[src/hw/rtl/empn_sqrt.sv]
// Bit-pair integer square root, one result bit per cycle.
`timescale 1ns / 1ps
module empn_sqrt (
   input  logic        clock,
   input  logic        reset,
   input  logic        start,
   input  logic [63:0] radicand,
   output logic        done,
   output logic [31:0] root
);

   logic [63:0] val_ff, val_in;
   logic [63:0] res_ff, res_in;
   logic [63:0] bit_ff, bit_in;
   logic        busy_ff, busy_in;
   logic        done_ff, done_in;
   logic [63:0] sum;

   always_comb begin
      val_in  = val_ff;
      res_in  = res_ff;
      bit_in  = bit_ff;
      busy_in = busy_ff;
      done_in = 1'b0;
      sum     = res_ff + bit_ff;
      if (start) begin
         val_in  = radicand;
         res_in  = '0;
         bit_in  = 64'd1 << 62;
         busy_in = 1'b1;
      end else if (busy_ff) begin
         // Test one bit pair
         if (val_ff >= sum) begin
            val_in = val_ff - sum;
            res_in = (res_ff >> 1) + bit_ff;
         end else begin
            res_in = res_ff >> 1;
         end
         bit_in = bit_ff >> 2;
         if (bit_ff == 64'd1) begin
            busy_in = 1'b0;
            done_in = 1'b1;
         end
      end
   end

   always_ff @(posedge clock) begin
      if (reset) begin
         busy_ff <= 1'b0;
         done_ff <= 1'b0;
      end else begin
         busy_ff <= busy_in;
         done_ff <= done_in;
      end
      val_ff <= val_in;
      res_ff <= res_in;
      bit_ff <= bit_in;
   end

   assign done = done_ff;
   assign root = res_ff[31:0];

endmodule
[config.mk]
export PLATFORM = sky130hd
export DESIGN_NAME = empn_sqrt
export DESIGN_NICKNAME = d
export VERILOG_FILES = /design/src/hw/rtl/empn_sqrt.sv
export SDC_FILE = /design/constraint.sdc
export NUM_CORES = 1
export LEC_CHECK = 0
export BUFFER_PORTS_ARGS = -buffer_cell sky130_fd_sc_hd__buf_2
export CORE_MARGIN = 3
export CORE_UTILIZATION = 55
export CTS_BUF_LIST = sky130_fd_sc_hd__clkbuf_8
export DETAILED_ROUTE_END_ITERATION = 10
export PLACE_DENSITY_LB_ADDON = 0.3
export SETUP_SLACK_MARGIN = 0.05
export SLEW_MARGIN = 20
export SYNTH_ARGS = -nofsm -noshare
export SYNTH_HDL_FRONTEND = slang
export SYNTH_SLANG_ARGS = --single-unit
[constraint.sdc]
create_clock -name clock -period 15.7 [get_ports clock]
set_input_delay 2.355 -clock clock [delete_from_list [all_inputs] [get_ports clock]]
set_output_delay 2.355 -clock clock [all_outputs]
set_load 0.03 [all_outputs]
==> impl_metrics.csv <==
group,metric,value,unit
outcome,status,"completed",
yosys,yosysSeqAreaShare,0.251,
worst_hold_path,min_from,"res_ff[0]",
clock_network,postCtsHoldBufs,0,
clock_network,clockBufferDepth,2,
power_and_ir_drop,p_comb_frac,0.584,
clock_network,cts_tree,"done",
place,io_buffers,99,
final_layout,antenna_cells,0,
sta,fmaxAchievable,135,MHz
critical_path,crit_start,"res_ff[6]",
yosys,ys_ff_latch,162,
clock_network,cts-buffers-inserted,17,
critical_path,cp.required,15820,ps
final_layout,final_cell_area,0.0162,sq mm
yosys,synth_fp_nets,2209,
clock_network,ctsResizeCount,0,
yosys,synth_cells,2011,
critical_path,end_kind,"flip-flop",
clock_network,root_buffer,"clkbuf_8",
sta,fin_skew,31.6,ps
power_and_ir_drop,total_power,0.00227,W
floorplan,boundaryPins,100,
global_route,grt_max_degree,115,
final_layout,final_nets,2186,
sta,tns,0,ps
routing,drc,0,
final_layout,drive_gt1_frac,0.0900,
clock_network,clk_pin_slew_worst_paths,90,ps
routing,wl_per_cell,19.4,um
power_and_ir_drop,peakVddDrop,0.000119,V
clock_network,clock-sinks,162,
yosys,async_flop_share,0,
global_route,globalRouteOverflowTotal,0,
power_and_ir_drop,powerDensity,140,mW/mm^2
routing,viasPerCell,6.52,
floorplan,die_x,174,um
floorplan,core_area,0.0273,sq mm
sta,slew_headroom,0.314,
place,hpwl,34800,um
power_and_ir_drop,switching_share,0.484,
floorplan,die-area,0.0302,sq mm
floorplan,rows,60,
power_and_ir_drop,p_clk_frac,0.135,
power_and_ir_drop,p_sw,0.00110,W
routing,drtAntennaViolNets,0,
yosys,synth_top_area_frac,0.127,
sta,fin_crit_sh,0.472,
global_route,grt_pass1_vias,13900,
sta,hold_slack,518,ps
sta,setup_viol,0,
routing,drt_first_iter_violations,1534,
power_and_ir_drop,pwr-share-seq,0.281,
sta,rsz0062_at_grt,"no",
global_route,antenna_found_initial,0,
place,place_congestion,1.00,
power_and_ir_drop,internal-power,0.00117,W
clock_network,h-tree-depth,4,
worst_hold_path,min_path_type,"reg -> reg",
run,maxCapViolations,0,
clock_network,insertion_delay,490,ps
global_route,grt_pass1_wl,73500,um
routing,via_count,15500,
yosys,synth_edf_count,64,
yosys,synth_top_area_cell,"dfxtp_1",
sta,finalMaxSlewViolations,0,
place,placedInstanceArea,0.0158,sq mm
yosys,avgSynthCellArea,7.71,sq um
yosys,synthFlopType,"dfxtp_1",
sta,finalHoldViolCount,0,
yosys,synth.cell_area,0.0155,sq mm
power_and_ir_drop,p_leak,6.30,nW
critical_path,cp.arrival,7520,ps
yosys,synthTopCellsByArea,"dfxtp_1, edfxtp_1, ha_1",
floorplan,die_h,174,um
clock_network,postCtsSetupRepairBufs,0,
critical_path,crit_path_max_fanout,77,
final_layout,nFillCells,2527,
final_layout,syn2layout_area_growth,4.43,%
global_route,grt_use_total,0.295,
routing,firstDrtPassIters,7,
yosys,yosys_warnings,0,
sta,worst_slew_pin_slew,1020,ps
sta,layout_min_cycle_time,7400,ps
critical_path,setup.worst_path.class,"reg -> reg",
critical_path,r2r_start,"res_ff[6]",
critical_path,cp-start-kind,"flip-flop",
routing,drt_wl_total,46100,um
yosys,ys_types,83,
floorplan,start_util,0.567,
==> synth_stat cells (all sizes together) (61+ instances only) <==
master / instances
nand2: 241
nor2: 193
o21ai: 170
a21oi: 140
ha: 130
dfxtp: 98
clkbuf: 89
a31oi: 79
xor2: 79
edfxtp: 64
xnor2: 63
buf: 61
==> worst paths after layout <==
check | end | cells after the start | slack, ps
max | val_ff[58] | 20 | 8300
min | res_ff[0] | 2 | 520
min reg2reg | res_ff[0] | 2 | 520
max reg2reg | val_ff[58] | 20 | 8300
==> power by group through the flow <==
stage	Combinational, W	Sequential (W)	Clock (W)
final	0.00132	0.000636	0.000307
after global placement	0.00127	0.000641	0
after floorplan	0.00103	0.000605	0
after detailed placement	0.00128	0.000642	0
after global routing	0.00145	0.000646	0.000330
after CTS	0.00129	0.000633	0.000312
==> critical path, stage by stage (launching register included) <==
cell and delay, ps:
dfxtp_1 400, ha_1 400, a21oi_1 110, a211oi_2 400
nand4_1 200, a21oi_1 420, a31oi_1 340, o31ai_2 490
a31oi_1 190, o21bai_1 310, xnor2_1 110, ha_1 450
nand4_1 280, or4_4 500, a211oi_1 200, a311o_2 170
o21ai_2 80, and2_2 210, buf_4 360, o21ai_4 770
buf_4 590
==> kinds of logic (layout without fill, tap and decap cells) <==
logic type / Yosys count / count (layout) / synth area share
buf+inv: 185 / 175 / 0.0557
xor+xnor: 142 / 142 / 0.0802
simple gates: 695 / 695 / 0.206
compound gates: 652 / 652 / 0.272
flops: 162 / 162 / 0.251
fa+ha+maj: 131 / 131 / 0.106
mux: 44 / 44 / 0.0288
==> flip-flops by register name, indices dropped and copies added (netlist names) <==
register,flops
res_ff,64
val_ff,64
bit_ff,32
busy_ff,1
done,1
==> metrics by stage <==
step	utilization	instances	worst slack, ps
4_1_cts	0.592	2373	8410
6_report	0.592	2373	8300
3_3_place_gp	0.579	2341	8640
5_1_grt	0.592	2373	7900
3_5_place_dp	0.579	2341	8440
2_1_floorplan	-	2011	6030
==> cell type report <==
type	count	area, sq um	share of cell area
Clock inverter	15	134	0.00827
Multi-Input combinational cell	1664	10800	0.665
Timing Repair Buffer	108	569	0.0352
Sequential cell	162	3890	0.240
Inverter	35	131	0.00812
Tap cell	372	465	0.0288
Clock buffer	17	234	0.0145
==> placed cells by master (no fill, tap or decap), drive strengths merged, types with 22 or more instances in the layout <==
master | synthesis | layout
a211oi | 37 | 37
a21o | 44 | 44
a21oi | 140 | 140
a311oi | 24 | 24
a31oi | 79 | 79
and3 | 25 | 25
buf | 61 | 108
dfxtp | 98 | 98
edfxtp | 64 | 64
ha | 130 | 130
inv | 35 | 39
mux2i | 39 | 39
nand2 | 241 | 241
nand3 | 54 | 54
nand4 | 53 | 53
nor2 | 193 | 193
nor3 | 30 | 30
o21ai | 170 | 170
o21bai | 26 | 26
or3 | 22 | 22
xnor2 | 63 | 63
xor2 | 79 | 79
==> per-layer routing <==
layer | GRT usage | wire length [um]
met5 | 0 | 0
met3 | 0.0451 | 3690
met4 | 0.0935 | 1320
met2 | 0.444 | 19800
met1 | 0.433 | 21300
Power figures use the tool's default switching activity.
