## src/hw/rtl/empn_pkg.sv

```systemverilog
// Shared types, constants and helpers for the embedding mean pool block.
`timescale 1ns / 1ps
package empn_pkg;

   localparam int ROWS_DEFAULT      = 4096;
   localparam int DIM_DEFAULT       = 64;
   localparam int TOKEN_CAP_DEFAULT = 512;

   localparam int ID_W   = 16;
   localparam int ELEM_W = 6;
   localparam int WGT_W  = 16;
   localparam int ACC_W  = 26;
   localparam int CNT_W  = 10;
   localparam int CFG_W  = 16;

   // Operation codes
   typedef enum logic [1:0] {
      OP_LOAD   = 2'd0,
      OP_TOKEN  = 2'd1,
      OP_FINISH = 2'd2,
      OP_NONE   = 2'd3
   } op_type;

   // Register indexes
   localparam logic [1:0] REG_ROWS_IN_USE   = 2'd0;
   localparam logic [1:0] REG_UNKNOWN_TOKEN = 2'd1;
   localparam logic [1:0] REG_NORMALIZE_ON  = 2'd2;

   // Output mode chosen at finish
   typedef enum logic [1:0] {
      MODE_MEAN  = 2'd0,
      MODE_ZERO  = 2'd1,
      MODE_FLOOR = 2'd2,
      MODE_NORM  = 2'd3
   } mode_type;

   // Request to the shared divider
   typedef struct packed {
      logic        start;
      logic        neg;
      logic [63:0] num_mag;
      logic [63:0] den;
   } div_req_type;

   typedef struct packed {
      logic        done;
      logic        busy;
      logic [63:0] quot;
   } div_rsp_type;

endpackage

```

## src/hw/rtl/empn_div.sv

```systemverilog
// Shared restoring divider with round-to-nearest, one quotient bit per cycle.
`timescale 1ns / 1ps
module empn_div (
   input  logic                  clock,
   input  logic                  reset,
   input  empn_pkg::div_req_type req,
   output empn_pkg::div_rsp_type rsp
);

   // The dividend is (2*mag + den), divisor 2*den; 66-bit quantities.
   logic [65:0] rem_ff,  rem_in;
   logic [65:0] num_ff,  num_in;
   logic [65:0] den_ff,  den_in;
   logic [65:0] quo_ff,  quo_in;
   logic [6:0]  cnt_ff,  cnt_in;
   logic        busy_ff, busy_in;
   logic        done_ff, done_in;
   logic        neg_ff,  neg_in;
   logic [66:0] trial;
   logic [65:0] shifted;

   always_comb begin
      rem_in  = rem_ff;
      num_in  = num_ff;
      den_in  = den_ff;
      quo_in  = quo_ff;
      cnt_in  = cnt_ff;
      busy_in = busy_ff;
      neg_in  = neg_ff;
      done_in = 1'b0;
      shifted = {rem_ff[64:0], num_ff[65]};
      trial   = {1'b0, shifted} - {1'b0, den_ff};
      if (req.start) begin
         // Load dividend and divisor
         num_in  = {1'b0, req.num_mag, 1'b0} + {2'b00, req.den};
         den_in  = {1'b0, req.den, 1'b0};
         rem_in  = '0;
         quo_in  = '0;
         cnt_in  = 7'd66;
         busy_in = 1'b1;
         neg_in  = req.neg;
      end else if (busy_ff) begin
         // One quotient bit per cycle
         num_in = {num_ff[64:0], 1'b0};
         if (!trial[66]) begin
            rem_in = trial[65:0];
            quo_in = {quo_ff[64:0], 1'b1};
         end else begin
            rem_in = shifted;
            quo_in = {quo_ff[64:0], 1'b0};
         end
         cnt_in = cnt_ff - 7'd1;
         if (cnt_ff == 7'd1) begin
            busy_in = 1'b0;
            done_in = 1'b1;
         end
      end
   end

   always_ff @(posedge clock) begin
      if (reset) begin
         busy_ff <= 1'b0;
         done_ff <= 1'b0;
         cnt_ff  <= '0;
      end else begin
         busy_ff <= busy_in;
         done_ff <= done_in;
         cnt_ff  <= cnt_in;
      end
      rem_ff <= rem_in;
      num_ff <= num_in;
      den_ff <= den_in;
      quo_ff <= quo_in;
      neg_ff <= neg_in;
   end

   // Apply sign to the rounded magnitude
   assign rsp.done = done_ff;
   assign rsp.busy = busy_ff;
   assign rsp.quot = neg_ff ? (64'd0 - quo_ff[63:0]) : quo_ff[63:0];

endmodule

```

## config.mk

```make
export PLATFORM = sky130hd
export DESIGN_NAME = empn_div
export DESIGN_NICKNAME = d
export VERILOG_FILES = /design/src/hw/rtl/empn_pkg.sv /design/src/hw/rtl/empn_div.sv
export SDC_FILE = /design/constraint.sdc
export NUM_CORES = 1
export LEC_CHECK = 0
export BUFFER_PORTS_ARGS = -buffer_cell sky130_fd_sc_hd__buf_2
export CAP_MARGIN = 10
export CORE_ASPECT_RATIO = 2
export CORE_MARGIN = 8
export CORE_UTILIZATION = 65
export CTS_CLUSTER_DIAMETER = 50
export DETAILED_ROUTE_END_ITERATION = 12
export GPL_ROUTABILITY_DRIVEN = 1
export GPL_TIMING_DRIVEN = 0
export PLACE_DENSITY = 0.88
export SYNTH_ARGS = -nofsm -noshare
export SYNTH_HDL_FRONTEND = slang
export SYNTH_SLANG_ARGS = --single-unit
```

## constraint.sdc

```tcl
create_clock -name clock -period 6.7 [get_ports clock]
set_input_delay 0.67 -clock clock [delete_from_list [all_inputs] [get_ports clock]]
set_output_delay 0.67 -clock clock [all_outputs]
set_load 0.005 [all_outputs]
```

==> results.sh, run 1 <==
export IMPL_netlist_instances=2198
export IMPL_fin_cells=2819
export IMPL_htree_levels=1
export IMPL_grt_antenna_before_repair=9
export IMPL_crit_slowest_cell="a2111oi_0"
export IMPL_ant_nets=0
export IMPL_rows=89
export IMPL_avgSynthCellArea_sq_um=8.748
export IMPL_setup_viol=0
export IMPL_p_leak_nw=9.416
export IMPL_drtIter0Drc=1742
export IMPL_max_freq_mhz=211.1
export IMPL_cp_num_buf_inv=3
export IMPL_slew_viol_final=0
export IMPL_path_clk_slew_ns=0.07
export IMPL_dp_hpwl_mm=44.97
export IMPL_status="finished, final reports clean"
export IMPL_critPathArrivalTime_ns=5.19
export IMPL_finalWirelength_mm=58.05
export IMPL_postLayoutCoreUtil_pct=73.96
export IMPL_clk_latency_ns=0.56
export IMPL_cts_tree="built"
export IMPL_synth_nets=2462
export IMPL_grt_max_degree=67
export IMPL_period_share_pct=70.70
export IMPL_reg2reg_from="rem_ff[37]$_SDFFE_PP0P_"
export IMPL_nets=2688
export IMPL_grt_overflow=0
export IMPL_portBuffers=197
export IMPL_io_pin_count=198
export IMPL_grt_pass1_wl_mm=91.75
export IMPL_synth_area_sq_mm=0.01923
export IMPL_drive_gt1_share_pct=14.20
export IMPL_drt_pre_antenna_iters=6
export IMPL_numCtsBuffers=26
export IMPL_cts_root_buf="clkbuf_16"
export IMPL_ys_types=83
export IMPL_crit_fanout=10
export IMPL_post_cts_resize_count=0
export IMPL_cp_top_family="compound AO/OA/AOI/OAI gates"
export IMPL_holdWs_ns=0.2986
export IMPL_tightestPinTransition_ns=1.300
export IMPL_viasPerCell=6.354
export IMPL_die_area_sq_mm=0.03567
export IMPL_gp_congestion=1.006
export IMPL_synth_edff_count=131
export IMPL_postCtsHoldBufs=0
export IMPL_maxCapViolCount=0
export IMPL_start_kind="register"
export IMPL_start_util_pct=65.65
export IMPL_worstHoldPathType="in -> reg"
export IMPL_seq_area_frac_synth_pct=34.83
export IMPL_startpoint="rem_ff[37]$_SDFFE_PP0P_"
export IMPL_core_area_sq_mm=0.02929
export IMPL_layout_commonest_cell="nor2_1"
export IMPL_min_from="req[0]"
export IMPL_hold_violations=0
export IMPL_die_h_um=259.2
export IMPL_crit_path_end_kind="register"
export IMPL_clock_path_buffers=3
export IMPL_dp_cells=2760
export IMPL_cts_num_sinks=269
export IMPL_critical_path_class="reg -> reg"
export IMPL_relSlewSlack_pct=11.08
export IMPL_crit_required_ns=7.16
export IMPL_die_w_um=137.6
export IMPL_ys_flop_type="dfxtp_1"
export IMPL_ys_warn_count=0
export IMPL_powerDensity_mw_per_mm2=230.3
export IMPL_fin_skew_ns=0.01650
export IMPL_yosys_register_bits=269
export IMPL_area_growth_pct=12.66
export IMPL_grt_pass1_vias=17280
export IMPL_layout_common_cells="244 x nor2_1, 211 x buf_2, 202 x a21oi_1, 168 x nand2_1, 138 x dfxtp_1"
export IMPL_worstPathCellList="ha_1 -> clkbuf_1 -> nand2_1 -> nor3_1 -> nand3_1 -> a2111oi_0 -> o31ai_1 -> a21oi_1 -> o22ai_1 -> buf_2 -> buf_1 -> nand2_1 -> o211ai_1 -> o211a_1"
export IMPL_avgRoutedWirePerCell_um=20.59
export IMPL_vias=17910
export IMPL_track_usage_pct=32.40
export IMPL_ir_drop_uv=297.6
export IMPL_finalCriticalPeriod_ns=4.737
export IMPL_rsz0062_at_grt="no"
export IMPL_cpPeakStageDelay_ns=1.12
export IMPL_setup_tns_ns=0
export IMPL_async_flop_share_pct=0
export IMPL_postCtsSetupRepairBufs=0
export IMPL_worst_path_most_repeated_cell="nand2_1"
export IMPL_drc=0
-- synthesized netlist by cell type, drive strengths merged (9+ instances only) --
library cell | instances | share of area [%]
nand2b | 12 | 0.39
mux2i | 75 | 3.9
nor2 | 244 | 4.8
or3 | 14 | 0.51
a21o | 58 | 2.3
o211ai | 26 | 1.0
mux2 | 48 | 2.8
nor3 | 38 | 1.0
ha | 130 | 8.5
a21oi | 202 | 5.3
o31ai | 28 | 1.2
buf | 29 | 0.75
edfxtp | 131 | 20
and3 | 17 | 0.55
nand4 | 30 | 1.0
xnor2 | 129 | 5.9
clkbuf | 83 | 1.6
inv | 104 | 2.0
nand2 | 169 | 3.3
a211oi | 44 | 1.7
or4 | 9 | 0.37
o211a | 14 | 0.73
nor4 | 10 | 0.64
nand3 | 42 | 1.1
nor2b | 11 | 0.36
o21a | 14 | 0.55
a31oi | 16 | 0.52
xor2 | 50 | 2.3
and2 | 16 | 0.52
o21ai | 125 | 3.3
o21bai | 30 | 1.2
a31o | 9 | 0.41
dfxtp | 138 | 14
-- worst paths after layout --
| check | cells after the start | end | slack [ns] |
|---|---|---|---|
| worst min register to register | 2 | rem_ff[62]$_SDFFE_PP0P_ | 0.50 |
| worst max-delay path | 14 | rem_ff[24]$_SDFFE_PP0P_ | 1.96 |
| worst max register to register | 14 | rem_ff[24]$_SDFFE_PP0P_ | 1.96 |
| worst min-delay path | 1 | den_ff[1]$_DFFE_PP_ | 0.30 |
-- cells by family (layout without fill, tap and decap cells) --
logic type	after synthesis	in the layout	share of synthesized area [%]
AOI/OAI and AO/OA	644	644	21.70
and+or+nand+nor	635	635	15.53
DFF	269	269	34.83
buffers and inverters	216	462	4.406
xor gates and xnor gates	179	179	8.154
adders and majority gates	132	132	8.668
muxes	123	123	6.716
other	0	11	0
-- metal layers --
| metal | share of wire [%] | routed length (um) | track usage, % | vias up |
|---|---|---|---|---|
| li1 | - | - | - | 8485 |
| met1 | 40 | 23430 | 42.15 | 8350 |
| met2 | 46 | 26600 | 50.58 | 864 |
| met3 | 7.5 | 4362 | 3.934 | 213 |
| met4 | 6.3 | 3655 | 18.69 | 0 |
| met5 | 0 | 0 | 0 | - |
-- flip-flops by register name (all words and copies together), names as in the netlist --
| signal | flops |
|---|---|
| quo_ff | 64 |
| neg_ff | 1 |
| done_ff | 1 |
| den_ff | 64 |
| busy_ff | 1 |
| cnt_ff | 7 |
| num_ff | 66 |
| rem_ff | 65 |
-- layout make-up --
type | instances | area (sq um)
flip-flops and latches | 269 | 6696
fillers | 2269 | 7626
inverters | 104 | 390.4
clock inverters | 21 | 282.8
clock buffers | 27 | 654.4
repair buffers | 198 | 1006
multi-input cells | 1713 | 11690
plain buffers | 112 | 456.7
diodes | 11 | 27.53
well taps | 364 | 455.4
-- per-stage QoR --
step	power, mW	instance area, sq um	worst slack [ns]
after CTS	4.959	21630	2.112
final	4.988	21660	1.963
after global placement	3.339	20670	1.014
after floorplan	2.972	19230	3.196
after detailed placement	3.361	20700	2.090
after global routing	5.201	21660	1.850
-- report_power, final --
| part | internal, mW | switching, mW | leakage [nW] | total [mW] |
|---|---|---|---|---|
| combinational | 0.548 | 0.859 | 6.55 | 1.41 |
| clock | 0.922 | 0.693 | 0.442 | 1.61 |
| sequential | 1.89 | 0.0725 | 2.43 | 1.97 |
| total | 3.36 | 1.62 | 9.42 | 4.99 |
(Power assumes the default switching activity.)
==> inputs of run 2 (changes only) <==
--- a/config.mk
+++ b/config.mk
@@ -5,16 +5,17 @@
 export SDC_FILE = /design/constraint.sdc
 export NUM_CORES = 1
 export LEC_CHECK = 0
+export ABC_AREA = 1
 export BUFFER_PORTS_ARGS = -buffer_cell sky130_fd_sc_hd__buf_2
 export CAP_MARGIN = 10
 export CORE_ASPECT_RATIO = 2
 export CORE_MARGIN = 8
-export CORE_UTILIZATION = 65
+export CORE_UTILIZATION = 56
 export CTS_CLUSTER_DIAMETER = 50
 export DETAILED_ROUTE_END_ITERATION = 12
 export GPL_ROUTABILITY_DRIVEN = 1
 export GPL_TIMING_DRIVEN = 0
-export PLACE_DENSITY = 0.88
+export PLACE_DENSITY = 0.8
 export SYNTH_ARGS = -nofsm -noshare
 export SYNTH_HDL_FRONTEND = slang
 export SYNTH_SLANG_ARGS = --single-unit
==> constraint.sdc (replaced) <==
create_clock -name clock -period 4.01 [get_ports clock]
set_input_delay 0.401 -clock clock [delete_from_list [all_inputs] [get_ports clock]]
set_output_delay 0.401 -clock clock [all_outputs]
set_load 0.005 [all_outputs]
==> run 2 against run 1 <==
  * The flow now stops in 5_1_grt
  * Synthesized area grew 16%
  * Synthesized cell count grew 59%
==> results.sh, run 2 <==
export IMPL_ys_types=51
export IMPL_start_util_pct=56.51
export IMPL_ys_top_cells_by_area="edfxtp_1 18%, nand2_1 17%, dfxtp_1 12%"
export IMPL_status="did not finish"
export IMPL_track_usage_pct=52.24
export IMPL_dp_hpwl_mm=92.10
export IMPL_synth_edff_count=131
export IMPL_synth_largest_area_cell="edfxtp_1"
export IMPL_dp_cells=4211
export IMPL_portBuffers=197
export IMPL_async_flop_share_pct=0
export IMPL_grt_max_degree=64
export IMPL_grt_pass1_wl_mm=178.8
export IMPL_stop_error="[ERROR GRT-0116] Global routing finished with congestion. Check the congestion regions in the DRC Viewer."
export IMPL_die_h_um=297.7
export IMPL_grt_overflow=13
export IMPL_haltStage="5_1_grt"
export IMPL_cts_root_buf="clkbuf_16"
export IMPL_cts_num_sinks=269
export IMPL_gp_congestion=1.141
export IMPL_seq_area_frac_synth_pct=30.15
export IMPL_place_area_sq_mm=0.02392
export IMPL_postCtsSetupRepairBufs=0
export IMPL_synth_top_area_share_pct=17.71
export IMPL_clock_path_buffers=3
export IMPL_grt_pass1_vias=27940
export IMPL_pre_cts_ws_ns=0.3465
export IMPL_htree_levels=1
export IMPL_synth_most_common_cell="nand2_1"
export IMPL_ys_flop_type="dfxtp_1"
export IMPL_die_w_um=156.8
export IMPL_avgSynthCellArea_sq_um=6.370
export IMPL_netlist_instances=3487
export IMPL_rows=103
export IMPL_io_pin_count=198
export IMPL_numCtsBuffers=29
export IMPL_synth_area_sq_mm=0.02221
export IMPL_ys_warn_count=0
export IMPL_yosys_register_bits=269
export IMPL_synth_nets=3751
export IMPL_synth_common_cells="1000 x nand2_1, 562 x inv_1, 448 x nor2_1"
[run 2: cell count changes after synthesis, sizes merged, moves of 33 or more]
cell | before | now
nand4 | 30 | 84
a21o | 58 | 3
nand2 | 169 | 1006
xnor2 | 129 | 39
mux2i | 75 | 0
inv | 104 | 564
o22ai | 5 | 64
mux2 | 48 | 0
o21ai | 125 | 176
a211oi | 44 | 1
nor2 | 244 | 453
clkbuf | 83 | 50
nand3 | 42 | 193
[run 2: kinds of logic after synthesis]
family / synth area share [%]
xor+xnor: 4.574
fa+ha+maj: 7.503
compound gates: 12.47
flops: 30.15
buf+inv: 11.02
simple gates: 34.28
[run 2: metrics by stage]
step / hold WS, ns / utilization, % / setup TNS (ns)
after floorplan: 0.4215 / - / 0
after global placement: 0.4534 / 60.69 / -138.72
after detailed placement: 0.4588 / 60.85 / 0
after CTS: 0.0003756 / 63.47 / 0
[run 2: what timing repair did]
item                       CTS
pin swaps                    0
resized for setup            2
setup endpoints to repair    2
hold buffers                11
hold endpoints to repair    12
[run 2: layer usage]
metal  GRT overflow  global-route usage [%]
met5              0                       0
met4              7                   64.70
met3              0                   20.38
met2              6                   82.75
met1              0                   45.00
==> inputs of run 3 (changes only) <==
--- a/config.mk
+++ b/config.mk
@@ -8,14 +8,12 @@
 export ABC_AREA = 1
 export BUFFER_PORTS_ARGS = -buffer_cell sky130_fd_sc_hd__buf_2
 export CAP_MARGIN = 10
-export CORE_ASPECT_RATIO = 2
 export CORE_MARGIN = 8
-export CORE_UTILIZATION = 56
-export CTS_CLUSTER_DIAMETER = 50
+export CORE_UTILIZATION = 40
 export DETAILED_ROUTE_END_ITERATION = 12
 export GPL_ROUTABILITY_DRIVEN = 1
 export GPL_TIMING_DRIVEN = 0
-export PLACE_DENSITY = 0.8
+export PLACE_DENSITY_LB_ADDON = 0.15
 export SYNTH_ARGS = -nofsm -noshare
 export SYNTH_HDL_FRONTEND = slang
 export SYNTH_SLANG_ARGS = --single-unit
==> constraint.sdc (replaced) <==
create_clock -name clock -period 5.2 [get_ports clock]
set_input_delay 0.52 -clock clock [delete_from_list [all_inputs] [get_ports clock]]
set_output_delay 0.52 -clock clock [all_outputs]
set_load 0.005 [all_outputs]
==> run 3 against run 2 <==
  * Synthesized area is the same
  * Synthesized cell count is the same
  * The run now ends clean
==> results.sh, run 3 <==
export IMPL_status="finished, final reports clean"
export IMPL_synth_most_common_cell="nand2_1"
export IMPL_top_register="num_ff"
export IMPL_cpPeakStageDelay_ns=0.61
export IMPL_die_area_sq_mm=0.06333
export IMPL_crit_required_ns=4.68
export IMPL_max_freq_mhz=246.9
export IMPL_period_share_pct=77.90
export IMPL_synth_edff_count=131
export IMPL_ys_warn_count=0
export IMPL_slew_viol_final=0
export IMPL_layout_common_cells="1000 x nand2_1, 562 x inv_1, 448 x nor2_1, 207 x buf_2, 191 x nand3_1"
export IMPL_crit_fanout=4
export IMPL_avgSynthCellArea_sq_um=6.370
export IMPL_num_fill_cells=6054
export IMPL_yosys_register_bits=269
export IMPL_core_area_sq_mm=0.05499
export IMPL_synth_area_sq_mm=0.02221
export IMPL_p_leak_nw=12.89
export IMPL_cts_tree="built"
export IMPL_cts_num_sinks=269
export IMPL_seq_area_frac_synth_pct=30.15
export IMPL_postLayoutCoreUtil_pct=46.25
export IMPL_numCtsBuffers=36
export IMPL_postCtsHoldBufs=0
export IMPL_worstPathCellList="inv_1 -> ha_1 -> nand3_2 -> nor2_1 -> inv_1 -> nor2_2 -> nand2_1 -> nor3_1 -> a31oi_1 -> nor2_1 -> xor2_1 -> buf_2"
export IMPL_synth_largest_area_cell="edfxtp_1"
export IMPL_multi_input_area_sq_mm=0.01307
export IMPL_fin_skew_ns=0.01923
export IMPL_start_util_pct=40.40
export IMPL_drc=0
export IMPL_powerDensity_mw_per_mm2=244.3
export IMPL_netlist_instances=3487
export IMPL_drive_gt1_share_pct=7.838
export IMPL_post_cts_resize_count=0
export IMPL_clock_path_buffers=3
export IMPL_crit_slowest_cell="nor3_1"
export IMPL_rows=86
export IMPL_gp_congestion=1.004
export IMPL_tightestPinTransition_ns=1.006
export IMPL_fin_cells=4513
export IMPL_hold_violations=0
export IMPL_cts_root_buf="clkbuf_16"
export IMPL_path_clk_slew_ns=0.05
export IMPL_rsz0062_at_grt="no"
export IMPL_nets=3988
export IMPL_cp_num_buf_inv=3
export IMPL_critPathArrivalTime_ns=3.53
export IMPL_cp_top_family="simple AND/OR/NAND/NOR gates"
export IMPL_grt_pass1_wl_mm=135.3
export IMPL_setup_viol=0
export IMPL_relSlewSlack_pct=32.94
export IMPL_holdWs_ns=0.1566
export IMPL_ys_types=51
export IMPL_ys_top_cells_by_area="edfxtp_1 18%, nand2_1 17%, dfxtp_1 12%"
export IMPL_finalWirelength_mm=92.07
export IMPL_drt_pre_antenna_iters=6
export IMPL_ant_nets=0
export IMPL_postCtsSetupRepairBufs=0
export IMPL_grt_antenna_before_repair=11
export IMPL_dp_cells=4434
export IMPL_avgRoutedWirePerCell_um=20.40
export IMPL_grt_max_degree=43
export IMPL_layout_commonest_cell="nand2_1"
export IMPL_largest_reg_flops=66
export IMPL_async_flop_share_pct=0
export IMPL_die_h_um=251.7
export IMPL_synth_nets=3751
export IMPL_clk_latency_ns=0.56
export IMPL_seq_area_sq_mm=0.006696
export IMPL_ir_drop_uv=318.0
export IMPL_portBuffers=197
export IMPL_die_w_um=251.7
export IMPL_synth_top_area_share_pct=17.71
export IMPL_track_usage_pct=28.04
export IMPL_top_regs="num_ff (66), rem_ff (65)"
export IMPL_ys_flop_type="dfxtp_1"
export IMPL_synth_common_cells="1000 x nand2_1, 562 x inv_1, 448 x nor2_1"
export IMPL_htree_levels=2
export IMPL_viasPerCell=5.254
export IMPL_drtIter0Drc=2450
export IMPL_start_kind="register"
export IMPL_critical_path_class="reg -> out"
export IMPL_finalCriticalPeriod_ns=4.051
export IMPL_crit_path_end_kind="primary output"
export IMPL_io_pin_count=198
export IMPL_grt_pass1_vias=22190
export IMPL_grt_overflow=0
export IMPL_dp_hpwl_mm=77.06
export IMPL_vias=23710
export IMPL_area_growth_pct=14.48
export IMPL_worstHoldPathType="in -> reg"
export IMPL_maxCapViolCount=0
run 3: cell counts after synthesis:
No cell type changed its count.
run 3: worst register-to-register path, delay by kind of cell (launching register included):
kind / cells / cell delay (ns)
adders and majority gates: 2 / 0.59
and+or+nand+nor: 10 / 1.09
DFF: 1 / 0.31
buffers and inverters: 2 / 0.16
AOI/OAI and AO/OA: 2 / 0.89
run 3: worst paths after layout:
kind / from / cells past startpoint / slack [ns] / to
hold / removal: req[46] / 1 / 0.16 / den_ff[47]$_DFFE_PP_
hold reg to reg: rem_ff[9]$_SDFFE_PP0P_ / 2 / 0.47 / rem_ff[9]$_SDFFE_PP0P_
setup reg to reg: rem_ff[0]$_SDFFE_PP0P_ / 16 / 2.07 / rem_ff[61]$_SDFFE_PP0P_
setup / recovery: quo_ff[0]$_SDFFE_PP0P_ / 12 / 1.15 / rsp[46]
run 3: metal layers:
metal | vias to the layer above | GRT usage (%) | routed length (um)
met5 | - | 0 | 0
met4 | 0 | 8.929 | 2914
met3 | 133 | 3.303 | 6685
met2 | 887 | 43.49 | 39640
met1 | 10930 | 40.24 | 42830
li1 | 11770 | - | -
run 3: cells by family (layout without fill, tap and decap cells):
family,after synthesis,after routing,share of synthesized area (%)
flops,269,269,30.15
xor+xnor,116,116,4.574
buf+inv,639,903,11.02
other cells,0,14,0
fa+ha+maj,132,132,7.503
simple gates,1831,1831,34.28
compound gates,500,500,12.47
run 3: per-stage QoR:
step	instance area (sq um)	worst slack, ns	total power [mW]	TNS [ns]
3_5_place_dp	24190	1.432	3.633	0
5_1_grt	25410	1.058	6.437	0
4_1_cts	25390	1.279	6.219	0
6_report	25430	1.149	6.211	0
3_3_place_gp	24130	-1.054	3.637	-77.90
2_1_floorplan	22210	1.871	3.180	0
run 3: where the power goes:
group          internal (mW)  leakage, nW  switching (mW)
logic                  0.360         9.89           0.851
clock network           1.56        0.580            1.03
registers               2.38         2.42          0.0387
total                   4.29         12.9            1.92
run 3: layout make-up:
class / count / area share (%)
Multi-Input combinational cell: 2579 / 51.39
Sequential cell: 269 / 26.33
Inverter: 565 / 8.340
Timing Repair Buffer: 199 / 4.064
Clock buffer: 48 / 3.921
Tap cell: 748 / 3.680
Buffer: 74 / 1.304
Clock inverter: 17 / 0.8315
Antenna cell: 14 / 0.1378
